## src/sfch_pkg.sv

```systemverilog
package sfch_pkg;

    localparam logic [7:0]  SYNC_BYTE    = 8'h1B;
    localparam logic [7:0]  END_BYTE     = 8'hFF;
    localparam logic [7:0]  FN_WELD      = 8'h01;
    localparam logic [7:0]  FN_CYCLES    = 8'h02;
    localparam logic [7:0]  FN_SKT       = 8'h03;
    localparam logic [7:0]  FN_IREF      = 8'h04;
    localparam logic [7:0]  FN_TEST      = 8'h41;
    localparam logic [31:0] ACK_PAYLOAD  = 32'h0000_00AA;
    localparam logic [31:0] TEST_PAYLOAD = 32'h4443_4241;

    localparam logic [2:0] PH_HUNT  = 3'd0;
    localparam logic [2:0] PH_FUNC  = 3'd1;
    localparam logic [2:0] PH_P0    = 3'd2;
    localparam logic [2:0] PH_P1    = 3'd3;
    localparam logic [2:0] PH_P2    = 3'd4;
    localparam logic [2:0] PH_P3    = 3'd5;
    localparam logic [2:0] PH_CHECK = 3'd6;

    localparam logic [2:0] FRAME_LAST = 3'd6;

    localparam logic KIND_BYTE = 1'b0;
    localparam logic KIND_DONE = 1'b1;

    typedef struct packed {
        logic        reply;
        logic [7:0]  fn;
        logic [31:0] payload;
        logic        start;
        logic [15:0] skt;
        logic [15:0] cycles;
        logic [31:0] iref;
        logic        mode;
        logic        busy;
    } t_desc;

    function automatic logic [7:0] frame_byte(input logic [7:0] fn,
                                              input logic [31:0] payload,
                                              input logic [2:0] idx);
        logic [7:0] b;
        case (idx)
            3'd0:    b = SYNC_BYTE;
            3'd1:    b = fn;
            3'd2:    b = payload[7:0];
            3'd3:    b = payload[15:8];
            3'd4:    b = payload[23:16];
            3'd5:    b = payload[31:24];
            default: b = END_BYTE;
        endcase
        return b;
    endfunction

endpackage

```

## src/sfch_if.sv

```systemverilog
interface sfch_in_if;
    logic       valid;
    logic       ready;
    logic       kind;
    logic [7:0] rx_byte;

    modport source (output valid, output kind, output rx_byte, input ready);
    modport sink   (input valid, input kind, input rx_byte, output ready);
endinterface

interface sfch_out_if;
    logic        valid;
    logic        ready;
    logic        byte_valid;
    logic [7:0]  tx_byte;
    logic        last;
    logic [15:0] skt_setting;
    logic [15:0] active_cycles;
    logic [31:0] current_ref_bits;
    logic        weld_mode;
    logic        welding;
    logic        weld_start;

    modport source (output valid, output byte_valid, output tx_byte, output last,
                    output skt_setting, output active_cycles, output current_ref_bits,
                    output weld_mode, output welding, output weld_start, input ready);
    modport sink   (input valid, input byte_valid, input tx_byte, input last,
                    input skt_setting, input active_cycles, input current_ref_bits,
                    input weld_mode, input welding, input weld_start, output ready);
endinterface

```

## src/sfch_core.sv

```systemverilog
module sfch_core import sfch_pkg::*; (
    input  logic   i_clk,
    input  logic   i_rst_n,
    sfch_in_if.sink i_in,
    output logic   o_desc_valid,
    output t_desc  o_desc,
    input  logic   i_desc_ready
);

    logic        r_in_valid;
    logic        r_kind;
    logic [7:0]  r_byte;

    logic [2:0]  r_phase,  n_phase;
    logic [7:0]  r_func,   n_func;
    logic [31:0] r_accum,  n_accum;
    logic [15:0] r_skt,    n_skt;
    logic [15:0] r_cycles, n_cycles;
    logic [31:0] r_iref,   n_iref;
    logic        r_mode,   n_mode;
    logic        r_busy,   n_busy;

    logic        r_desc_valid;
    t_desc       r_desc, n_desc;

    logic        move;

    assign move       = r_in_valid && (!r_desc_valid || i_desc_ready);
    assign i_in.ready = !r_in_valid || move;

    always_comb begin
        n_phase  = r_phase;
        n_func   = r_func;
        n_accum  = r_accum;
        n_skt    = r_skt;
        n_cycles = r_cycles;
        n_iref   = r_iref;
        n_mode   = r_mode;
        n_busy   = r_busy;
        n_desc   = '0;

        if (r_kind == KIND_DONE) begin
            if (r_busy) begin
                n_busy         = 1'b0;
                n_desc.reply   = 1'b1;
                n_desc.fn      = FN_WELD;
                n_desc.payload = ACK_PAYLOAD;
            end
        end else if (!r_busy) begin
            case (r_phase)
                PH_FUNC: begin
                    n_func  = r_byte;
                    n_accum = '0;
                    n_phase = PH_P0;
                end
                PH_P0: begin
                    n_accum[7:0] = r_byte;
                    n_phase      = PH_P1;
                end
                PH_P1: begin
                    n_accum[15:8] = r_byte;
                    n_phase       = PH_P2;
                end
                PH_P2: begin
                    n_accum[23:16] = r_byte;
                    n_phase        = PH_P3;
                end
                PH_P3: begin
                    n_accum[31:24] = r_byte;
                    n_phase        = PH_CHECK;
                end
                PH_CHECK: begin
                    n_phase        = PH_HUNT;
                    n_desc.fn      = r_func;
                    n_desc.payload = ACK_PAYLOAD;
                    case (r_func)
                        FN_TEST: begin
                            n_desc.reply   = 1'b1;
                            n_desc.payload = TEST_PAYLOAD;
                        end
                        FN_SKT: begin
                            n_skt        = r_accum[15:0];
                            n_desc.reply = 1'b1;
                        end
                        FN_IREF: begin
                            n_iref       = r_accum;
                            n_desc.reply = 1'b1;
                        end
                        FN_CYCLES: begin
                            n_cycles     = {r_accum[14:0], 1'b0};
                            n_desc.reply = 1'b1;
                        end
                        FN_WELD: begin
                            if (r_accum == 32'd1) begin
                                n_mode = 1'b0;
                            end else if (r_accum == 32'd2) begin
                                n_mode = 1'b1;
                            end
                            n_busy       = 1'b1;
                            n_desc.start = 1'b1;
                        end
                        default: begin
                        end
                    endcase
                end
                default: begin
                    n_phase = (r_byte == SYNC_BYTE) ? PH_FUNC : PH_HUNT;
                end
            endcase
        end

        n_desc.skt    = n_skt;
        n_desc.cycles = n_cycles;
        n_desc.iref   = n_iref;
        n_desc.mode   = n_mode;
        n_desc.busy   = n_busy;
    end

    always_ff @(posedge i_clk) begin
        if (!i_rst_n) begin
            r_in_valid   <= 1'b0;
            r_desc_valid <= 1'b0;
            r_phase      <= PH_HUNT;
            r_func       <= '0;
            r_accum      <= '0;
            r_skt        <= '0;
            r_cycles     <= '0;
            r_iref       <= '0;
            r_mode       <= 1'b0;
            r_busy       <= 1'b0;
        end else begin
            if (i_in.ready) begin
                r_in_valid <= i_in.valid;
            end
            if (move) begin
                r_desc_valid <= 1'b1;
                r_phase      <= n_phase;
                r_func       <= n_func;
                r_accum      <= n_accum;
                r_skt        <= n_skt;
                r_cycles     <= n_cycles;
                r_iref       <= n_iref;
                r_mode       <= n_mode;
                r_busy       <= n_busy;
            end else if (i_desc_ready) begin
                r_desc_valid <= 1'b0;
            end
        end
    end

    always_ff @(posedge i_clk) begin
        if (i_in.ready && i_in.valid) begin
            r_kind <= i_in.kind;
            r_byte <= i_in.rx_byte;
        end
        if (move) begin
            r_desc <= n_desc;
        end
    end

    assign o_desc_valid = r_desc_valid;
    assign o_desc       = r_desc;

    a_start_sets_busy: assert property (@(posedge i_clk) disable iff (!i_rst_n)
        r_desc_valid && r_desc.start |-> r_desc.busy && !r_desc.reply)
        else $error("weld start without busy flag");

    a_phase_range: assert property (@(posedge i_clk) disable iff (!i_rst_n)
        r_phase != 3'd7)
        else $error("parser phase out of range");

    a_busy_holds_phase: assert property (@(posedge i_clk) disable iff (!i_rst_n)
        move && r_busy && r_kind == KIND_BYTE |=> $stable(r_phase) && r_busy)
        else $error("byte while welding changed parser state");

endmodule

```

## src/sfch_tx.sv

```systemverilog
module sfch_tx import sfch_pkg::*; (
    input  logic       i_clk,
    input  logic       i_rst_n,
    input  logic       i_desc_valid,
    input  t_desc      i_desc,
    output logic       o_desc_ready,
    sfch_out_if.source o_out
);

    logic       r_valid;
    t_desc      r_desc;
    logic [2:0] r_idx;
    logic       is_last;
    logic       done;

    assign is_last      = !r_desc.reply || (r_idx == FRAME_LAST);
    assign done         = r_valid && o_out.ready && is_last;
    assign o_desc_ready = !r_valid || done;

    always_ff @(posedge i_clk) begin
        if (!i_rst_n) begin
            r_valid <= 1'b0;
            r_idx   <= '0;
        end else if (o_desc_ready) begin
            r_valid <= i_desc_valid;
            r_idx   <= '0;
        end else if (o_out.ready) begin
            r_idx <= r_idx + 3'd1;
        end
    end

    always_ff @(posedge i_clk) begin
        if (o_desc_ready && i_desc_valid) begin
            r_desc <= i_desc;
        end
    end

    assign o_out.valid            = r_valid;
    assign o_out.byte_valid       = r_desc.reply;
    assign o_out.tx_byte          = r_desc.reply ? frame_byte(r_desc.fn, r_desc.payload, r_idx)
                                                 : 8'h00;
    assign o_out.last             = is_last;
    assign o_out.skt_setting      = r_desc.skt;
    assign o_out.active_cycles    = r_desc.cycles;
    assign o_out.current_ref_bits = r_desc.iref;
    assign o_out.weld_mode        = r_desc.mode;
    assign o_out.welding          = r_desc.busy;
    assign o_out.weld_start       = r_desc.start;

    a_status_single: assert property (@(posedge i_clk) disable iff (!i_rst_n)
        r_valid && !r_desc.reply |-> r_idx == 3'd0)
        else $error("status result past first slot");

    a_idx_restart: assert property (@(posedge i_clk) disable iff (!i_rst_n)
        done |=> r_idx == 3'd0)
        else $error("frame index not rewound after last byte");

    a_start_welding: assert property (@(posedge i_clk) disable iff (!i_rst_n)
        r_valid && r_desc.start |-> r_desc.busy && !r_desc.reply)
        else $error("weld start pulse on a reply or while idle");

endmodule

```

## src/sync_framed_command_handler_top.sv

```systemverilog
// Framed serial command handler. Each request is either a received byte or a
// weld-finished event. A request enters an input register, is parsed and
// executed into a descriptor register, and its results leave from an output
// stage: one status result, or a seven-byte reply frame (sync, function, four
// payload bytes low first, end byte) with last on the seventh. A request is
// taken every cycle while the output side keeps up; a reply frame holds the
// output for seven accepted results, so a run of replies holds back requests
// at the frame serialiser. Every result carries the settings, weld mode and
// welding flag as they stand after its request.
module sync_framed_command_handler_top import sfch_pkg::*; (
    input  logic       i_clk,
    input  logic       i_rst_n,
    sfch_in_if.sink    i_in,
    sfch_out_if.source o_out
);

    logic  desc_valid;
    logic  desc_ready;
    t_desc desc;

    sfch_core u_core (
        .i_clk        (i_clk),
        .i_rst_n      (i_rst_n),
        .i_in         (i_in),
        .o_desc_valid (desc_valid),
        .o_desc       (desc),
        .i_desc_ready (desc_ready)
    );

    sfch_tx u_tx (
        .i_clk        (i_clk),
        .i_rst_n      (i_rst_n),
        .i_desc_valid (desc_valid),
        .i_desc       (desc),
        .o_desc_ready (desc_ready),
        .o_out        (o_out)
    );

endmodule

```

## src/flat_wrapper.sv

```systemverilog
// flat-port wrapper written by rule: the top's interface ports become plain ports
module sync_framed_command_handler_top_flat import sfch_pkg::*;
  (i_clk, i_rst_n, i_in_valid, i_in_kind, i_in_rx_byte, i_in_ready, o_out_valid, o_out_byte_valid, o_out_tx_byte, o_out_last, o_out_skt_setting, o_out_active_cycles, o_out_current_ref_bits, o_out_weld_mode, o_out_welding, o_out_weld_start, o_out_ready);
  sfch_in_if i_in_i ();
  sfch_out_if o_out_i ();
  input  logic i_clk;
  input  logic i_rst_n;
  input wire logic [$bits(i_in_i.valid)-1:0] i_in_valid;
  input wire logic [$bits(i_in_i.kind)-1:0] i_in_kind;
  input wire logic [$bits(i_in_i.rx_byte)-1:0] i_in_rx_byte;
  output wire logic [$bits(i_in_i.ready)-1:0] i_in_ready;
  output wire logic [$bits(o_out_i.valid)-1:0] o_out_valid;
  output wire logic [$bits(o_out_i.byte_valid)-1:0] o_out_byte_valid;
  output wire logic [$bits(o_out_i.tx_byte)-1:0] o_out_tx_byte;
  output wire logic [$bits(o_out_i.last)-1:0] o_out_last;
  output wire logic [$bits(o_out_i.skt_setting)-1:0] o_out_skt_setting;
  output wire logic [$bits(o_out_i.active_cycles)-1:0] o_out_active_cycles;
  output wire logic [$bits(o_out_i.current_ref_bits)-1:0] o_out_current_ref_bits;
  output wire logic [$bits(o_out_i.weld_mode)-1:0] o_out_weld_mode;
  output wire logic [$bits(o_out_i.welding)-1:0] o_out_welding;
  output wire logic [$bits(o_out_i.weld_start)-1:0] o_out_weld_start;
  input wire logic [$bits(o_out_i.ready)-1:0] o_out_ready;
  assign i_in_i.valid = i_in_valid;
  assign i_in_i.kind = i_in_kind;
  assign i_in_i.rx_byte = i_in_rx_byte;
  assign i_in_ready = i_in_i.ready;
  assign o_out_valid = o_out_i.valid;
  assign o_out_byte_valid = o_out_i.byte_valid;
  assign o_out_tx_byte = o_out_i.tx_byte;
  assign o_out_last = o_out_i.last;
  assign o_out_skt_setting = o_out_i.skt_setting;
  assign o_out_active_cycles = o_out_i.active_cycles;
  assign o_out_current_ref_bits = o_out_i.current_ref_bits;
  assign o_out_weld_mode = o_out_i.weld_mode;
  assign o_out_welding = o_out_i.welding;
  assign o_out_weld_start = o_out_i.weld_start;
  assign o_out_i.ready = o_out_ready;
  sync_framed_command_handler_top u_core (.i_clk(i_clk), .i_rst_n(i_rst_n), .i_in(i_in_i), .o_out(o_out_i));
endmodule
```

## config.mk

```make
export PLATFORM = sky130hd
export DESIGN_NAME = sync_framed_command_handler_top_flat
export DESIGN_NICKNAME = d
export VERILOG_FILES = /design/src/sfch_pkg.sv /design/src/sfch_if.sv /design/src/sfch_core.sv /design/src/sfch_tx.sv /design/src/sync_framed_command_handler_top.sv /design/src/flat_wrapper.sv
export SDC_FILE = /design/constraint.sdc
export NUM_CORES = 1
export LEC_CHECK = 0
export BUFFER_PORTS_ARGS = -buffer_cell sky130_fd_sc_hd__buf_4
export CAP_MARGIN = 20
export CORE_MARGIN = 1.5
export CORE_UTILIZATION = 40
export DETAILED_ROUTE_END_ITERATION = 6
export PLACE_DENSITY = 0.58
export SLEW_MARGIN = 20
export SYNTH_ARGS = -nofsm -noshare
export SYNTH_HDL_FRONTEND = slang
export SYNTH_SLANG_ARGS = --single-unit
```

## constraint.sdc

```tcl
create_clock -name i_clk -period 12.6 [get_ports i_clk]
set_input_delay 2.52 -clock i_clk [delete_from_list [all_inputs] [get_ports i_clk]]
set_output_delay 2.52 -clock i_clk [all_outputs]
set_load 0.05 [all_outputs]
```

# After elaboration in Yosys (flattened, before gate mapping)
# Index checks and enable logic that the tools add are counted.
# W data, S select, Z words.
word_totals:
  regBits: 340
  latchBits: 0
  ram_bits: 0
  romBits: 0
  in_bits: 13
  out_inout_bits: 79
  wordCells: 126
  mem_count: 0
op_classes:
  n_addsub: 1
  mul: 0
  n_div: 0
  n_lt_le_gt_ge: 0
  n_eq_ne: 20
  shift: 0
  mux: 38
  bitwise: 4
  reduce_logical: 28
op_table:
  columns: ["op", "n"]
  rows:
  - ["$mux W16", 8]
  - ["$mux W32", 4]
  - ["$mux W42", 2]
  - ["$mux W41", 2]
  - ["$pmux W8 S2", 4]
  - ["$pmux W8 S6", 1]
  - ["$eq A32 B1 Y1 const B", 1]
  - ["$eq A32 B2 Y1 const B", 1]
  - ["$mux W31", 1]
  - ["$reduce_and A4 Y1", 5]
  - ["$eq A3 B3 Y1 const B", 6]
  - ["$pmux W3 S6", 1]
  - ["$eq A8 B2 Y1 const B", 2]
  - ["$mux W1", 14]
  - ["$eq A3 B2 Y1 const B", 4]
  - ["$reduce_bool A2 Y1", 5]
  - ["$eq A8 B1 Y1 const B", 1]
  - ["$eq A8 B3 Y1 const B", 1]
  - ["$eq A8 B5 Y1 const B", 1]
  - ["$eq A8 B7 Y1 const B", 1]
  - ["$mux W8", 1]
  - ["$eq A3 B1 Y1 const B", 2]
  - ["$logic_and A1 B1 Y1", 5]
  - ["$logic_not A1 Y1", 4]
  - ["8 further kinds", 14]

# Longest topological paths before layout
# Gate-level depths: netlist of the first run.
depth:
  ltp_word: 8
  depth_mapped: 10
  ltp_nobuf: 8

# Modules after synthesis
# Synthesis of the first run repeated with hierarchy kept, for this count alone.
unflattened:
  cells_unflattened: 1027
  hier_area_um2: 12772.2
by_module_without_submodules:
  columns: ["module", "instances", "cells_each", "area_per_inst_um2", "seq_area_each_um2"]
  rows:
  - ["sfch_core", 1, 778, 8445.6, 4834.6]
  - ["sfch_tx", 1, 249, 4326.6, 3323.2]

# Worst setup path before layout of the first run
# No wires, ideal clock.
synth_timing:
  path_type: "input to register"
  start: "input port o_out_ready"
  end: "register u_core.u_tx.r_desc (netlist bit u_core.u_tx.o_out.active_cycles[0]) (enable)"
  setup_ns: 0.523
  arrival_time_ns: 6.520
  required_time_ns: 12.077
  path_slack_ns: 5.557
  cell_stages: 3
  path_buffers: 1
  path_cell_list: "clkbuf_1 > a21boi_0 > nor2b_1"
synth_via:
  elab_chain_len: 4
synth_lines:
  columns: ["item", "line_no", "rtl"]
  rows:
  - ["from (decl)", "flat_wrapper.sv:22", "input wire logic [$bits(o_out_i.ready)-1:0] o_out_ready;"]
  - ["$logic_and A1 B1 Y1 (2 in series)", "sfch_tx.sv:17", "assign done = r_valid && o_out.ready && is_last;"]
  - ["$logic_or A1 B1 Y1", "sfch_tx.sv:18", "assign o_desc_ready = !r_valid || done;"]
  - ["$logic_and A1 B1 Y1", "sfch_tx.sv:33", "if (o_desc_ready && i_desc_valid) begin"]
  - ["to (signal assigned)", "sfch_tx.sv:34", "r_desc <= i_desc;"]
  - ["to (decl)", "sfch_tx.sv:11", "t_desc r_desc;"]
# Every way passes these cells.
# A chain may end at the register's enable or synchronous reset.

# Worst setup path in the final report of the first run
layout_timing:
  start: "input port o_out_ready"
  end: "output port i_in_ready"
layout_via:
  elab_chain_len: 6
layout_lines:
  columns: ["item", "line_no", "rtl"]
  rows:
  - ["$logic_and A1 B1 Y1 (2 in series)", "sfch_tx.sv:17", null]
  - ["$logic_or A1 B1 Y1", "sfch_tx.sv:18", null]
  - ["$logic_or A1 B1 Y1", "sfch_core.sv:28", "assign move = r_in_valid && (!r_desc_valid || i_desc_ready);"]
  - ["$logic_and A1 B1 Y1", "sfch_core.sv:28", null]
  - ["$logic_or A1 B1 Y1", "sfch_core.sv:29", "assign i_in.ready = !r_in_valid || move;"]
  - ["to (decl)", "flat_wrapper.sv:11", "output wire logic [$bits(i_in_i.ready)-1:0] i_in_ready;"]
# Every way passes these cells.

==> results of run 1 <==
per-layer routing:
metal	wire length, um	vias up	global-route usage
met2	9690	139	0.234
met4	304	0	0.0412
met1	9540	2986	0.196
li1	-	3094	-
met3	981	24	0.0264
met5	0	-	0
report_power, final:
group	internal, mW	total [mW]	switching (mW)
Clock	0.533	0.875	0.342
Sequential	0.991	0.999	0.00859
Combinational	0.0179	0.0687	0.0508
path summary, 6_finish.rpt:
kind	start	to	slack, ps
worst min-delay path	u_core.u_core.o_desc[101]	u_core.u_tx.r_desc[101]	410
worst max register to register	u_core.u_tx.r_idx[0]	u_core.u_core.r_accum[1]	9040
worst min register to register	u_core.u_core.o_desc[101]	u_core.u_tx.r_desc[101]	410
worst max-delay path	o_out_ready	i_in_ready	6320
cell families (layout without fill, tap and decap cells):
family | after synthesis | after routing
AOI/OAI and AO/OA | 140 | 140
xor gates and xnor gates | 1 | 1
adders and majority gates | 5 | 5
buffers and inverters | 119 | 169
DFF | 280 | 280
muxes | 71 | 71
and+or+nand+nor | 244 | 244
cell usage in the layout, fill, tap and decap left out, types with 2 or more instances in the layout:
cell,count
edfxtp_1,165
nand2_1,117
dfxtp_1,115
buf_4,98
o21ai_0,44
mux2_2,44
nand3_1,42
a21boi_1,36
clkbuf_16,32
o22ai_1,23
nor2b_1,16
nor2_1,14
inv_1,12
clkbuf_1,12
a21boi_0,11
mux2i_1,10
a21oi_1,10
mux2_1,9
and3_1,9
mux2_4,8
nor4_1,8
nand4_1,6
and2_1,6
ha_1,5
clkinv_2,4
nand2_2,4
bufinv_16,3
and4_1,2
or3_1,2
nand2b_1,2
o21a_1,2
nor3_1,2
o21ai_1,2
clkinv_1,2
inv_6,2
cell type report:
cell class	instances	share of cell area
clock inverters	11	0.0110
well taps	341	0.0340
clock buffers	45	0.0686
repair buffers	100	0.0612
multi-input cells	461	0.242
inverters	13	0.00399
flip-flops and latches	280	0.579
worst max-delay path: cells and delay by family:
kind | cells | cell delay [ps]
buffers and inverters | 2 | 370
AOI/OAI and AO/OA | 1 | 680
and+or+nand+nor | 1 | 180
through the flow:
stage | utilization | total power [mW] | setup WS, ps | instance area (um^2) | instances
6_report | 0.464 | 1.94 | 6320 | 12500 | 1251
5_1_grt | 0.464 | 2.01 | 6150 | 12500 | 1251
4_1_cts | 0.463 | 1.97 | 6330 | 12500 | 1250
3_5_place_dp | 0.426 | 1.09 | 6350 | 11500 | 1194
3_3_place_gp | 0.426 | 1.09 | 6430 | 11500 | 1193
2_1_floorplan | - | 1.07 | 5560 | 11000 | 860
registers in the layout, summed over array words and instances (netlist names), 10 cells and up:
name / cells
u_core.u_core.o_desc: 78
u_core.u_core.r_accum: 32
u_core.u_core.r_iref: 32
u_core.u_tx.o_out.current_ref_bits: 32
u_core.u_core.r_cycles: 16
u_core.u_core.r_skt: 16
u_core.u_tx.o_out.active_cycles: 16
u_core.u_tx.o_out.skt_setting: 16
u_core.u_tx.r_desc: 10
==> summary.md, run 1 <==
| Metric | Value |
|---|---|
| Status | `completed` |
| Crit path required time | `10080 ps` |
| FF/Latch Area | `7260 um^2` |
| CP Data Arrival Time | `3760 ps` |
| Mux cell area share after synthesis | `0.0741` |
| Primary FF master, synth | `edfxtp_1` |
| Final ANT Viol Nets | `0` |
| Number of placed I/O pins | `92` |
| Fill cells | `2439` |
| Number of synthesized flops with an enable pin | `165` |
| Ant. Diodes | `0` |
| Starting density of the core | `0.408` |
| Die width | `169 um` |
| Crit-path cells | `buf_4, a21boi_0, nand3_1, buf_4` |
| Cell variety after synth | `60` |
| Relative slew slack | `0.297` |
| Layout Skew | `17.7 ps` |
| Net Count, Synth | `878` |
| Clock Sinks | `280` |
| Post-synthesis adder-cell area fraction | `0.00567` |
| DR vias/cell | `4.99` |
| Max-slew violation count | `0` |
| Post-Syn Instances | `860` |
| Antenna violations before repair | `0` |
| Most frequent CP cell | `buf_4` |
| Post-synth top area share | `0.449` |
| Max Cap Violations | `0` |
| Final Hold Viols | `0` |
| Drt drc | `0` |
| Vias in the first global route | `6139` |
| Largest stage delay, worst path | `680 ps` |
| Final period utilization | `0.498` |
| Area grow syn2layout | `13.7%` |
| Slowest stage cell, crit path | `a21boi_0` |
| Power per Cell Area | `155 nW/um^2` |
| Ranking of synthesized cells by area | `edfxtp_1, dfxtp_1, buf_4, mux2_2, nand2_1` |
| Layout Nets | `904` |
| Hold Crit Class | `flop to flop` |
| WS Path Type | `primary input to primary output` |
| Routed WL per cell | `16.4 um` |
| Cell area after synthesis | `11000 um^2` |
| Clock root buffer | `clkbuf_16` |
| Fraction of the mapped netlist area in simple logic gates | `0.112` |
| CTS H-tree lvls | `1` |
| Later-pin clock latency in the skew report | `540 ps` |
| CP max FO | `6` |
| Yosys warns | `0` |
| Area occupied by multi-input gates | `3040 um^2` |
| TritonCTS buffer count | `30` |
| Buffer count from post-CTS setup fixing | `0` |
| Count of final setup violators | `0` |
| Pin count of the biggest net entering global routing | `71` |
| Post-synthesis register bit count | `280` |
| Die height | `169 um` |
| Min Tclk post-route | `6280 ps` |
| Layout cell share with drive strength beyond 1 | `0.234` |
| Core area | `27000 um^2` |
| Number of DRC markers in iteration 0 | `451` |
| WHS | `414 ps` |
| Routed via count | `6243` |
| Post_cts resized | `0` |
| Hold path depth | `0` |
| Row count | `60` |
| Post-route setup TNS | `0 ps` |
| Fraction of registers with async set/reset | `0` |
| Post-synthesis xor/xnor area fraction | `0.000794` |
| Reg clk slew, reported paths | `60 ps` |
| CTS tree | `built` |
| DP HPWL | `13.2 mm` |
| Compound-gate portion of the synthesized area | `0.0827` |
| Drt pass-1 iters | `4` |
| IO buf count | `91` |
| Sequential area share after synthesis | `0.658` |
| First-pass GRT wire length | `32.6 mm` |
| Top-count cell post-synth | `edfxtp_1` |
| Dominant cell type by area after synthesis | `edfxtp_1` |
| Overall Global Routing Usage | `0.144` |
| RSZ-0062 raised after global routing | `no` |
| Startpoint Class | `primary input` |
| GPL Wtd Cong | `0.815` |
| Crit path capture type | `primary output` |
| Grt ovf | `0` |
| VDD IR max | `0.0782 mV` |
| Avg Cell Area, Syn | `12.8 um^2` |
| CTS max path bufs | `3` |
| Cts hold-fix bufs | `0` |
| Max Fclk | `159 MHz` |
| Worst-margin pin slew | `1050 ps` |
| Main combinational cell family by area after synthesis | `simple AND/OR/NAND/NOR gates` |
| WL final | `20.5 mm` |
| Leak Pwr | `4.56 nW` |
| Die area | `28600 um^2` |
| Worst reg-to-reg path cell count | `9` |
| Commonest cells post-synth | `edfxtp_1, nand2_1, dfxtp_1` |
Note: power is estimated with default switching activity, not from simulation.
==> run 2, diff against run 1 <==
Settings changed: PLACE_DENSITY 0.58 to 0.6.
Clock period 12.6 ns to 5.7 ns, I/O delays scaled along.
==> run 2 against run 1 <==
- critical path depth grew 3
- via count shrank 0.16%
- power grew 120%
- critical endpoint is now o_out_tx_byte[1]
- largest cell class unchanged
- largest power group unchanged
==> summary.md, run 2 (synthesis results as in run 1) <==
| Metric | Value |
|---|---|
| Vias in the first global route | `6063` |
| Worst reg-to-reg path cell count | `8` |
| Sequential Power Share | `0.520` |
| P_sw | `0.906 mW` |
| Clock power frac | `0.445` |
| Net Sw Frac | `0.213` |
| RSZ-0062 raised after global routing | `no` |
| Number of flip-flops in the largest register | `78` |
| Max Fclk | `265 MHz` |
| Drt pass-1 iters | `5` |
| WS Path Type | `flop to primary output` |
| Core area | `27000 um^2` |
| Reg2Reg Setup Slack | `2430 ps` |
| Crit path required time | `4560 ps` |
| Drt drc | `0` |
| Grt ovf | `0` |
| GPL Wtd Cong | `0.807` |
| CP Data Arrival Time | `2640 ps` |
| R2r startpoint | `u_core.u_tx.r_idx[0]` |
| IO buf count | `91` |
| TritonCTS buffer count | `30` |
| Comb power frac | `0.035` |
| Leak Pwr | `4.54 nW` |
| Post_cts resized | `0` |
| Die area | `28600 um^2` |
| Ant. Diodes | `0` |
| VDD IR max | `0.222 mV` |
| Setup ws final | `1920 ps` |
| Antenna violations before repair | `0` |
| DP HPWL | `13.1 mm` |
| WHS | `413 ps` |
| Layout cell share with drive strength beyond 1 | `0.241` |
| Later-pin clock latency in the skew report | `540 ps` |
| Most frequent cells in the layout | `edfxtp_1, nand2_1, dfxtp_1` |
| Count of final setup violators | `0` |
| Max-slew violation count | `0` |
| CTS tree | `built` |
| Crit path capture type | `primary output` |
| Buffer count from post-CTS setup fixing | `0` |
| Post-route setup TNS | `0 ps` |
| CTS H-tree lvls | `1` |
| Routed WL per cell | `16.4 um` |
| Status | `completed` |
| DR vias/cell | `4.99` |
| Pin count of the biggest net entering global routing | `79` |
| CTS max path bufs | `3` |
| Power Internal | `3.34 mW` |
| Number of placed I/O pins | `92` |
| Min Tclk post-route | `3780 ps` |
| Starting density of the core | `0.408` |
| Leading cell type in the layout, fill and taps excluded | `edfxtp_1` |
| Clock Sinks | `280` |
| Area grow syn2layout | `13.3%` |
| Layout Nets | `903` |
| Startpoint Class | `flop` |
| Hold endpoint | `u_core.u_tx.o_out.welding` |
| Worst-margin pin slew | `1050 ps` |
| Hold_sp | `u_core.u_core.o_desc[0]` |
| Layout Skew | `13.8 ps` |
| Die height | `169 um` |
| Hold path depth | `0` |
| Final ANT Viol Nets | `0` |
| Die width | `169 um` |
| WL final | `20.5 mm` |
| Final Hold Viols | `0` |
| Max Cap Violations | `0` |
| Clock root buffer | `clkbuf_16` |
| Row count | `60` |
| Number of DRC markers in iteration 0 | `506` |
| Routed via count | `6233` |
| Power per Cell Area | `340 nW/um^2` |
| Relative slew slack | `0.294` |
| First-pass GRT wire length | `32.9 mm` |
| Reg clk slew, reported paths | `60 ps` |
| Cts hold-fix bufs | `0` |
| Pre-CTS setup slack | `2100 ps` |
| Final period utilization | `0.663` |
| CP max FO | `13` |
| Overall Global Routing Usage | `0.145` |
| Hold Crit Class | `flop to flop` |
| Reg2reg end | `u_core.u_core.r_accum[3]` |
==> run 2: cell count changes in the layout (fill, tap and decap cells not counted), sizes merged <==
| cell | delta |
|---|---|
| clkinvlp | +3 |
| clkinv | +4 |
| bufinv | -1 |
| clkbuf | -7 |
| buf | -1 |
| inv | +1 |
==> run 2: metal layers <==
layer	wire, um	GRT usage	up-vias
met5	0	0	-
met1	9290	0.199	2994
met4	329	0.0354	0
met2	9990	0.242	112
li1	-	-	3097
met3	872	0.0217	30
==> run 2: final cells by class <==
type                            count  area [um^2]
Timing Repair Buffer               99          743
Clock buffer                       38          822
Fill cell                        2476        14500
Inverter                           13         50.0
Sequential cell                   280         7260
Multi-Input combinational cell    461         3040
Clock inverter                     18          159
Tap cell                          341          427
==> run 2: metrics by stage <==
step	power [mW]	std cells	utilization	instance area [um^2]
global placement	2.40	1194	0.426	11500
floorplan	2.37	860	-	11000
global route	4.39	1250	0.462	12500
detailed placement	2.41	1194	0.426	11500
CTS	4.30	1250	0.462	12500
finish	4.25	1250	0.462	12500
==> run 2: how the worst max path moves through the flow <==
stage,to,startpoint,cells past startpoint
global placement,u_core.u_core.r_accum[3],o_out_ready,6
floorplan,u_core.u_tx.o_out.active_cycles[0],o_out_ready,3
detailed placement,u_core.u_core.r_accum[3],o_out_ready,6
global route,o_out_tx_byte[3],u_core.u_tx.r_idx[2],7
CTS,o_out_tx_byte[1],u_core.u_tx.r_idx[2],7
finish,o_out_tx_byte[1],u_core.u_tx.r_idx[2],7
==> run 2: power by group through the flow <==
stage / registers, mW / clock network (mW) / logic [mW]
5_1_grt: 2.21 / 2.02 / 0.160
2_1_floorplan: 2.25 / 0 / 0.118
3_5_place_dp: 2.25 / 0 / 0.153
3_3_place_gp: 2.25 / 0 / 0.151
4_1_cts: 2.21 / 1.94 / 0.153
6_report: 2.21 / 1.89 / 0.150
==> run 2: critical path, stage by stage, from the launching register on <==
cell and delay (ps):
dfxtp_1 560, inv_1 80, ha_1 230, nor4_1 570
a21oi_1 190, o211ai_1 140, and2_1 150, buf_4 190
==> run 3, diff against run 2 <==
Clock period 5.7 ns to 3.1 ns, I/O delays scaled along.
==> run 3 against run 2 <==
- cell count rose by 0.40%
- register-to-register slack worse by 1800 ps
- die area did not move
- design area grew 0.81%
- worst hold slack got worse by 160 ps
- clock power rose by 85%
- via count grew 1.4%
- critical endpoint is now o_out_tx_byte[3]
==> summary.md, run 3 (synthesis results as in run 1) <==
| Metric | Value |
|---|---|
| Core area | `27000 um^2` |
| Final ANT Viol Nets | `0` |
| Reg2reg end | `u_core.u_core.r_accum[5]` |
| CP max FO | `4` |
| Hold Crit Class | `primary input to flop` |
| Routed WL per cell | `16.7 um` |
| Hold path depth | `1` |
| Vias in the first global route | `6038` |
| Overall Global Routing Usage | `0.145` |
| Pin count of the biggest net entering global routing | `69` |
| Area grow syn2layout | `14.3%` |
| GPL Wtd Cong | `0.872` |
| Crit path required time | `2480 ps` |
| Most frequent cells in the layout | `edfxtp_1, nand2_1, dfxtp_1` |
| Final period utilization | `0.946` |
| Final Hold Viols | `0` |
| Number of placed I/O pins | `92` |
| Layout Nets | `910` |
| CTS max path bufs | `3` |
| Power per Cell Area | `622 nW/um^2` |
| Clock root buffer | `clkbuf_16` |
| Die area | `28600 um^2` |
| Buffer count from post-CTS setup fixing | `0` |
| Met2 Use GR | `0.240` |
| Drt drc | `0` |
| Met3 usage | `0.0264` |
| Layout Skew | `10.8 ps` |
| TritonCTS buffer count | `28` |
| CTS H-tree lvls | `1` |
| Number of flip-flops in the largest register | `78` |
| Layout cell share with drive strength beyond 1 | `0.254` |
| Max-slew violation count | `0` |
| CTS tree | `built` |
| Row count | `60` |
| R2r startpoint | `u_core.u_tx.r_idx[0]` |
| GR Util met1 | `0.198` |
| Grt peak-use layer | `met2` |
| Min Tclk post-route | `2930 ps` |
| Status | `completed` |
| Hold endpoint | `u_core.u_core.r_kind` |
| Leak Pwr | `4.61 nW` |
| Grt ovf | `0` |
| Hold_sp | `i_in_kind` |
| Max Cap Violations | `0` |
| Die width | `169 um` |
| Utilization after layout | `0.466` |
| Worst reg-to-reg path cell count | `8` |
| Max Fclk | `341 MHz` |
| Drt pass-1 iters | `5` |
| VDD IR max | `0.326 mV` |
| Startpoint Class | `flop` |
| Reg2Reg Setup Slack | `590 ps` |
| Ant. Diodes | `0` |
| WHS | `257 ps` |
| IO buf count | `91` |
| Antenna violations before repair | `0` |
| Crit path capture type | `primary output` |
| DP HPWL | `13.5 mm` |
| Leading cell type in the layout, fill and taps excluded | `edfxtp_1` |
| Cts hold-fix bufs | `0` |
| DR vias/cell | `5.04` |
| Fill cells | `2418` |
| WS Path Type | `flop to primary output` |
| Later-pin clock latency in the skew report | `540 ps` |
| Reg clk slew, reported paths | `60 ps` |
| Die height | `169 um` |
| Routed via count | `6320` |
| Starting density of the core | `0.408` |
| First-pass GRT wire length | `33.1 mm` |
| Worst-margin pin slew | `680 ps` |
| Number of DRC markers in iteration 0 | `489` |
| Relative slew slack | `0.547` |
| Clock Sinks | `280` |
| Count of final setup violators | `0` |
| WL final | `20.9 mm` |
| CP Data Arrival Time | `2310 ps` |
==> run 3: cell count changes in the layout (fill, tap and decap cells not counted), sizes merged <==
cell	before	now
buf	99	108
clkinv	10	8
clkinvlp	4	2
==> run 3: timing repair <==
action,4_1_cts,5_1_grt
gates resized for setup,1,2
endpoints found under the hold margin,0,0
endpoints found under the setup margin,4,5
==> run 3: routing by layer <==
metal,part of all wire,vias to the layer above
li1,-,3115
met1,0.47,3048
met2,0.47,129
met3,0.045,28
met4,0.017,0
met5,0,-
==> run 3: worst max-delay path, cell delays in order (launching register included) <==
cell     delay [ps]
dfxtp_1         350
inv_1            90
ha_1            170
nor2b_1         340
nor4_4           80
a21oi_1         260
o21ai_0         140
and2_1          170
buf_4           180
==> run 3: layout make-up <==
class | instances | area (um^2) | share of cell area
Clock buffer | 38 | 835 | 0.0662
Inverter | 13 | 50.0 | 0.00397
Clock inverter | 14 | 151 | 0.0120
Sequential cell | 280 | 7260 | 0.576
Tap cell | 341 | 427 | 0.0339
Multi-Input combinational cell | 461 | 3060 | 0.243
Timing Repair Buffer | 108 | 823 | 0.0653
==> run 3: power breakdown <==
part           internal [mW]  switching, mW
Sequential              4.02         0.0371
Clock                   2.07           1.42
Combinational         0.0746          0.208
==> run 3: worst max-delay path by stage <==
stage / startpoint / end / slack [ps] / cells after the start
final: u_core.u_tx.r_idx[0] / o_out_tx_byte[3] / 170 / 8
after global routing: u_core.u_tx.r_idx[0] / o_out_tx_byte[3] / -20 / 8
after CTS: u_core.u_tx.r_idx[2] / o_out_tx_byte[1] / 100 / 7
after detailed placement: u_core.u_tx.r_idx[2] / o_out_tx_byte[1] / 530 / 7
after global placement: u_core.u_tx.r_idx[2] / o_out_tx_byte[1] / 610 / 7
after floorplan: u_core.u_tx.r_idx[2] / o_out_tx_byte[5] / -110 / 6
==> run 3: metrics by stage <==
step	area [um^2]	std cells	setup TNS, ps	setup WS (ps)	power [mW]
final	12600	1255	0	169	7.83
after global routing	12600	1255	-21.0	-16.2	8.09
after CTS	12600	1255	0	103	7.94
after detailed placement	11600	1203	0	525	4.43
after global placement	11600	1203	0	609	4.43
after floorplan	11000	860	-1540	-106	4.35
